[config.mk]
export PLATFORM = sky130hd
export DESIGN_NAME = isvm_alu
export DESIGN_NICKNAME = d
export VERILOG_FILES = /design/src/rtl/isvm_pkg.sv /design/src/rtl/isvm_alu.sv
export SDC_FILE = /design/constraint.sdc
export NUM_CORES = 2
export LEC_CHECK = 0
export ABC_AREA = 1
export BUFFER_PORTS_ARGS = -buffer_cell sky130_fd_sc_hd__buf_2
export CORE_MARGIN = 10
export CORE_UTILIZATION = 60
export CTS_CLUSTER_SIZE = 12
export DETAILED_ROUTE_END_ITERATION = 12
export PLACE_DENSITY = 0.78
export SLEW_MARGIN = 10
export SYNTH_ARGS = -nofsm -noshare
export SYNTH_HDL_FRONTEND = slang
export SYNTH_SLANG_ARGS = --single-unit
[constraint.sdc]
create_clock -name clock -period 17.99 [get_ports clock]
set_clock_uncertainty 0.2 [all_clocks]
set_input_delay 2.6985 -clock clock [delete_from_list [all_inputs] [get_ports clock]]
set_output_delay 2.6985 -clock clock [all_outputs]
set_load 0.03 [all_outputs]
[src/rtl/isvm_pkg.sv]
// isvm_pkg: opcodes, status codes, sequencer states and unit command types
// for the integer stack machine executor; no dependencies
`default_nettype none
package isvm_pkg;
   localparam logic [7:0] OP_HALT  = 8'd0;
   localparam logic [7:0] OP_ADD   = 8'd1;
   localparam logic [7:0] OP_SUB   = 8'd2;
   localparam logic [7:0] OP_MUL   = 8'd3;
   localparam logic [7:0] OP_DIV   = 8'd4;
   localparam logic [7:0] OP_NEG   = 8'd5;
   localparam logic [7:0] OP_PRINT = 8'd6;
   localparam logic [7:0] OP_POP   = 8'd7;
   localparam logic [7:0] OP_CONST = 8'd8;
   localparam logic [7:0] OP_LOAD  = 8'd9;
   localparam logic [7:0] OP_STORE = 8'd10;

   localparam logic [2:0] ST_OK     = 3'd0;
   localparam logic [2:0] ST_HALT   = 3'd1;
   localparam logic [2:0] ST_BADOP  = 3'd2;
   localparam logic [2:0] ST_UNDER  = 3'd3;
   localparam logic [2:0] ST_OVER   = 3'd4;
   localparam logic [2:0] ST_DIVZ   = 3'd5;
   localparam logic [2:0] ST_BADLOC = 3'd6;

   typedef enum logic [2:0] {
      ALU_ADD = 3'd0,
      ALU_SUB = 3'd1,
      ALU_MUL = 3'd2,
      ALU_DIV = 3'd3,
      ALU_NEG = 3'd4
   } alu_op_type;

   typedef struct packed {
      logic       start;
      alu_op_type op;
   } alu_cmd_type;

   typedef struct packed {
      logic        done;
      logic [31:0] result;
   } alu_rsp_type;

   typedef enum logic [7:0] {
      S_IDLE  = 8'b0000_0001,
      S_RDB   = 8'b0000_0010,
      S_RDA   = 8'b0000_0100,
      S_LDLOC = 8'b0000_1000,
      S_EXEC  = 8'b0001_0000,
      S_WAIT  = 8'b0010_0000,
      S_WRITE = 8'b0100_0000,
      S_RESP  = 8'b1000_0000
   } state_type;
endpackage
`default_nettype wire

[src/rtl/isvm_alu.sv]
// isvm_alu: shared arithmetic unit, add/sub/negate registered on the start
// command, multiply in two 16-bit halves, divide one quotient bit a cycle; uses isvm_pkg
`default_nettype none
module isvm_alu (
   input  wire logic               clock,
   input  wire logic               reset,
   input  wire isvm_pkg::alu_cmd_type cmd,
   input  wire logic [31:0]        a,
   input  wire logic [31:0]        b,
   output isvm_pkg::alu_rsp_type   rsp
);
   import isvm_pkg::*;

   logic        busy_ff, busy_in;
   alu_op_type  op_ff, op_in;
   logic [5:0]  cnt_ff, cnt_in;
   logic [31:0] acc_ff, acc_in;
   logic [31:0] rem_ff, rem_in;
   logic [31:0] quo_ff, quo_in;
   logic [31:0] dvs_ff, dvs_in;
   logic [31:0] opa_ff, opa_in;
   logic        neg_ff, neg_in;
   logic        done_ff, done_in;
   logic [31:0] res_ff, res_in;
   logic [32:0] trial;
   logic [31:0] shifted;
   logic [31:0] prod;

   assign shifted = {rem_ff[30:0], quo_ff[31]};
   assign trial = {1'b0, shifted} - {1'b0, dvs_ff};
   assign prod = opa_ff * {16'd0, (cnt_ff[0] ? dvs_ff[31:16] : dvs_ff[15:0])};

   always_comb begin
      busy_in = busy_ff;
      op_in = op_ff;
      cnt_in = cnt_ff;
      acc_in = acc_ff;
      rem_in = rem_ff;
      quo_in = quo_ff;
      dvs_in = dvs_ff;
      opa_in = opa_ff;
      neg_in = neg_ff;
      done_in = 1'b0;
      res_in = res_ff;
      if (cmd.start) begin
         op_in = cmd.op;
         cnt_in = 6'd0;
         case (cmd.op)
            ALU_ADD: begin
               res_in = a + b;
               done_in = 1'b1;
            end
            ALU_SUB: begin
               res_in = a - b;
               done_in = 1'b1;
            end
            ALU_NEG: begin
               res_in = 32'd0 - a;
               done_in = 1'b1;
            end
            ALU_MUL: begin
               busy_in = 1'b1;
               opa_in = a;
               dvs_in = b;
               acc_in = 32'd0;
            end
            ALU_DIV: begin
               busy_in = 1'b1;
               quo_in = a[31] ? 32'd0 - a : a;
               dvs_in = b[31] ? 32'd0 - b : b;
               rem_in = 32'd0;
               neg_in = a[31] ^ b[31];
            end
            default: begin
               res_in = a;
               done_in = 1'b1;
            end
         endcase
      end else if (busy_ff) begin
         cnt_in = cnt_ff + 6'd1;
         if (op_ff == ALU_MUL) begin
            // low half first, then high half shifted by 16
            if (!cnt_ff[0]) begin
               acc_in = prod;
            end else begin
               res_in = acc_ff + {prod[15:0], 16'd0};
               busy_in = 1'b0;
               done_in = 1'b1;
            end
         end else begin
            // restoring divide, one quotient bit a cycle
            if (!trial[32]) begin
               rem_in = trial[31:0];
               quo_in = {quo_ff[30:0], 1'b1};
            end else begin
               rem_in = shifted;
               quo_in = {quo_ff[30:0], 1'b0};
            end
            if (cnt_ff == 6'd31) begin
               res_in = neg_ff ? 32'd0 - quo_in : quo_in;
               busy_in = 1'b0;
               done_in = 1'b1;
            end
         end
      end
   end

   always_ff @(posedge clock) begin
      if (reset) begin
         busy_ff <= 1'b0;
         done_ff <= 1'b0;
      end else begin
         busy_ff <= busy_in;
         done_ff <= done_in;
      end
      op_ff <= op_in;
      cnt_ff <= cnt_in;
      acc_ff <= acc_in;
      rem_ff <= rem_in;
      quo_ff <= quo_in;
      dvs_ff <= dvs_in;
      opa_ff <= opa_in;
      neg_ff <= neg_in;
      res_ff <= res_in;
   end

   assign rsp.done = done_ff;
   assign rsp.result = res_ff;
endmodule
`default_nettype wire

## Yosys cells after proc, flatten, opt, wreduce, memory -nomap -nowiden

Cells that the tools add are included.

| word-level totals | value |
|---|---|
| output and inout port bits | 33 |
| bits of input ports | 70 |
| word-level logic and storage cells | 87 |
| register bits after elaboration | 203 |

| operators by class | value |
|---|---|
| $add $sub $neg | 8 |
| multipliers | 1 |
| multiplexer cells | 41 |
| reduce and logical (&&, ||, !) cells | 12 |
| eq/ne operators | 13 |
| bitwise logic cells | 1 |

Operators with widths:

| cell | number |
|---|---|
| $mux 32 | 20 |
| $mux 31 | 5 |
| $pmux 32 s4 | 1 |
| $sub 1x32->32 const A | 3 |
| $add 32x32->32 | 2 |
| $pmux 32 s2 | 1 |
| $sub 32x32->33 | 1 |
| $mul 32x16->32 | 1 |
| $sub 32x32->32 | 1 |
| $mux 16 | 1 |
| $mux 1 | 13 |
| $eq 3x2->1 const B | 3 |
| $ne 2x2->1 const B | 4 |
| $reduce_and 4->1 | 2 |
| $add 6x1->6 const B | 1 |
| $eq 6x5->1 const B | 1 |
| $reduce_and 2->1 | 3 |
| $reduce_bool 2->1 | 3 |
| $ne 2x1->1 const B | 2 |
| $eq 3x1->1 const B | 1 |
| $eq 3x3->1 const B | 1 |
| $logic_not 3->1 | 1 |
| $ne 3x3->1 const B | 1 |
| $reduce_and 3->1 | 1 |
| other kinds (3) | 3 |

## Longest topological paths before layout

| depth | value |
|---|---|
| depth after elaboration | 11 |
| mapped depth | 40 |
| mapped depth without buffers | 38 |

## Worst setup path after synthesis

No wires, ideal clock.

| path | value |
|---|---|
| path type | flip-flop to flip-flop |
| from | reg cnt_ff[0] |
| to | reg res_ff[31], data pin |
| library setup time | 256 ps |
| cell stages (with the launch flop) | 41 |
| arrival | 7,101 ps |
| clock period less this slack | 7,556 ps |
| required time | 17,534 ps |
| path slack | 10,434 ps |
| cell sequence | dfxtp_1 inv_2 buf_6 nand2_1 nand2_2 inv_2 clkbuf_1 clkbuf_1 nand2_1 fa_1 fa_1 inv_1 fa_1 inv_1 fa_1 inv_1 fa_1 inv_1 (+5 left out) nand2_1 o211ai_1 nor2_1 o21ai_0 xor2_1 inv_1 ha_1 nand2_1 inv_1 nand3_1 o211ai_1 a21oi_1 inv_1 nand3_1 nand3_1 nand2_1 inv_1 a21boi_1 |

| between the ends | value |
|---|---|
| cells in the longest elaborated chain, start to end | 7 |

RTL lines:

| what | line | source |
|---|---|---|
| start, declared | isvm_alu.sv:16 | `logic [5:0] cnt_ff, cnt_in;` |
| start signal, assigned | isvm_alu.sv:117 | `cnt_ff <= cnt_in;` |
| $mux 16 | isvm_alu.sv:31 | `assign prod = opa_ff * {16'd0, (cnt_ff[0] ? dvs_ff[31:16] : dvs_ff[15:0])};` |
| $mul 32x16->32 | isvm_alu.sv:31 |  |
| via prod[14] | isvm_alu.sv:27 | `logic [31:0] prod;` |
| $add 32x32->32 | isvm_alu.sv:86 | `res_in = acc_ff + {prod[15:0], 16'd0};` |
| $mux 32 | isvm_alu.sv:83 | `if (!cnt_ff[0]) begin` |
| $mux 32 | isvm_alu.sv:81 | `if (op_ff == ALU_MUL) begin` |
| $mux 32 | isvm_alu.sv:79 | `end else if (busy_ff) begin` |
| $mux 32 | isvm_alu.sv:45 | `if (cmd.start) begin` |
| via res_in[31] | isvm_alu.sv:24 | `logic [31:0] res_ff, res_in;` |
| end signal, assigned | isvm_alu.sv:124 | `res_ff <= res_in;` |
| end, declared | isvm_alu.sv:24 |  |

The timed path passes the listed nets, and every way through them passes these cells. The select of a mux whose other input is x is not followed.
A chain may end at the register's enable or synchronous reset.

## Worst setup path in the final report

Ends and elaborated chain as after synthesis.

==> metrics.md <==
| Metric | Value |
|---|---|
| Minimum clock period | 8940 ps |
| Worst Max-Slew Pin Slew | 1070 ps |
| Total track usage | 0.332 |
| # IOs | 103 |
| Sequential area share after synthesis | 0.218 |
| DR iter-0 viols | 3213 |
| Vias in the first global route | 24.7k |
| FF+latch area | 6020 µm² |
| Worst Path Arrival | 9060 ps |
| Startpoint Class | flop |
| Final antenna-violating net count | 0 |
| Commonest non-fill, non-tap cell in the layout | nand2_1 |
| Die area | 55000 µm² |
| Area grow syn2layout | 6.84% |
| Postcts setup bufs | 0 |
| Slew HR | 0.279 |
| Setup TNS | 0 ps |
| Residual DRC | 0 |
| Fin. Hold Viols | 0 |
| Layout net count | 4226 |
| Final Slew Violations | 0 |
| H-tree depth reported by CTS | 1 |
| Commonest register cell after synthesis | edfxtp_1 |
| Avg Synthesized Cell Area | 7.54 µm² |
| Routability cong. | 1.01 |
| GR Overflow Total | 0 |
| Multi-input gate area | 18500 µm² |
| TritonCTS buffer count | 26 |
| Clock Tree Root | clkbuf_16 |
| Clock transition at path regs | 60 ps |
| Post-synth ARST share | 0 |
| Post_cts resized | 0 |
| Die width | 235 µm |
| Largest net degree at the start of global routing | 87 |
| Status | finished, final reports clean |
| Most frequent cells in the layout | 765 x nand2_1, 688 x inv_1, 388 x nor2_1 |
| Post-synthesis simple-gate area fraction | 0.222 |
| Synth warnings | 0 |
| Via count | 25.5k |
| Slowest CP cell | dfxtp_1 |
| Max Buffers Root-to-Sink | 3 |
| Fillcell total | 4096 |
| # hold bufs at CTS | 0 |
| DR vias/cell | 5.90 |
| Share of layout cells above drive strength 1 | 0.0624 |
| # clock sinks | 203 |
| Post-Synth XOR/XNOR Area | 0.0314 |
| Syn Std Cell Area | 27600 µm² |
| Final WL | 91.1 mm |
| Final Cycle Share | 0.497 |
| Post-synth net total | 4189 |
| Antenna fix cells | 0 |
| First-pass GRT wire length | 140 mm |
| Slowest stage delay, CP | 860 ps |
| Post-Synth Adder-Cell Area | 0.291 |
| TritonCTS clock tree | built |
| Post-Synthesis Cells | 3662 |
| Mux cell area share after synthesis | 0.00326 |
| Core area | 45500 µm² |
| Largest family of logic cells by synthesized area | adder cells |
| Clk_lat worst skew | 580 ps |
| Hold Slack | 302 ps |
| Nature of the critical path endpoint | flop |
| Max-cap violations | 0 |
| Die span in y | 235 µm |
| Starting Density | 0.607 |
| Fmax | 112 MHz |
| # rows | 78 |
| RSZ-0062 raised after global routing | false |
| Post-synthesis compound-gate area fraction | 0.121 |
| Yosys cell types | 57 |
| Cell mode on critical path | inv_1 |
| CP Max Fanout | 23 |
| CP required | 18120 ps |
| Crit path kind | reg2reg |
| Worst hold path type | reg2reg |
| Initial antenna violation count | 7 |
| Setup-failing EPs final | 0 |
| I/O Buffers | 102 |
| Drt wl/cell | 21.1 µm |
| Post-DP HPWL | 72.7 mm |
| Drt pass-1 iters | 8 |
| Post-synth EDFFs | 195 |
| Flops & latches, synth | 203 |
-- cells in the mapped netlist (25+ instances only) --
cell        n  area, µm²
nand4_1    26        163
a21oi_1   223       1120
o21ai_0   235       1180
edfxtp_1  195       5860
nor2_1    390       1460
clkbuf_1   85        319
xor2_1     74        648
ha_1      150       1880
nor3_1     43        215
inv_1     688       2580
xnor2_1    25        219
nand3_1   167        836
nand2_1   766       2880
fa_1      307       6150
-- layout make-up --
type,instances,area share
multi-input combinational,2635,0.627
sequential,203,0.204
inverter,710,0.0903
tap,600,0.0254
clock buffer,32,0.0232
timing repair buffer,123,0.0226
clock inverter,16,0.00785
-- layer usage --
layer,vias to the layer above,GRT usage,share of wire
li1,11700,-,-
met1,12037,0.426,0.38
met2,1455,0.526,0.45
met3,290,0.0721,0.11
met4,8,0.164,0.057
met5,-,0,0.00053
-- critical path, delay by kind of cell, from the launching register on --
kind	cells	cell delay (ps)
buffers and inverters	11	1470
AOI/OAI and AO/OA	5	890
adders and majority gates	8	3710
xor gates and xnor gates	1	230
and+or+nand+nor	12	1350
DFF	1	860
-- metrics by stage --
step	cell area (µm²)	utilization	instances	setup WS, ps
final	29500	0.649	4319	9050
after global routing	29500	0.649	4319	8350
after CTS	29500	0.649	4319	9160
after detailed placement	28600	0.629	4271	9150
after global placement	28600	0.629	4271	9300
after floorplan	27600	-	3662	10430
-- flip-flops by register name, summed over array words and instances, names as in the netlist --
register and flops:
acc_ff 32, op_ff 3, neg_ff 1, busy_ff 1
cnt_ff 6, res_ff 32, done_ff 1, opa_ff 32
rem_ff 31, quo_ff 32, dvs_ff 32
-- logic make-up (layout without fill, tap and decap cells) --
kind of cell             Yosys count  in the layout
adder cells (fa/ha/maj)          457            457
AND/OR/NAND/NOR                 1469           1469
multiplexers                       9              9
flip-flops                       203            203
buffers and inverters            824            881
AO/OA/AOI/OAI                    601            601
XOR/XNOR                          99             99
-- final timing paths --
path | start | end | slack [ps] | cells past startpoint
setup reg to reg | cnt_ff[0] | res_ff[31] | 9050 | 37
setup / recovery | cnt_ff[0] | res_ff[31] | 9050 | 37
hold / removal | cnt_ff[2] | cnt_ff[2] | 300 | 2
hold reg to reg | cnt_ff[2] | cnt_ff[2] | 300 | 2
Power is left out: the tool's default activity adds up to more than one toggle a clock period on the data nets, which glitch-free logic cannot reach.
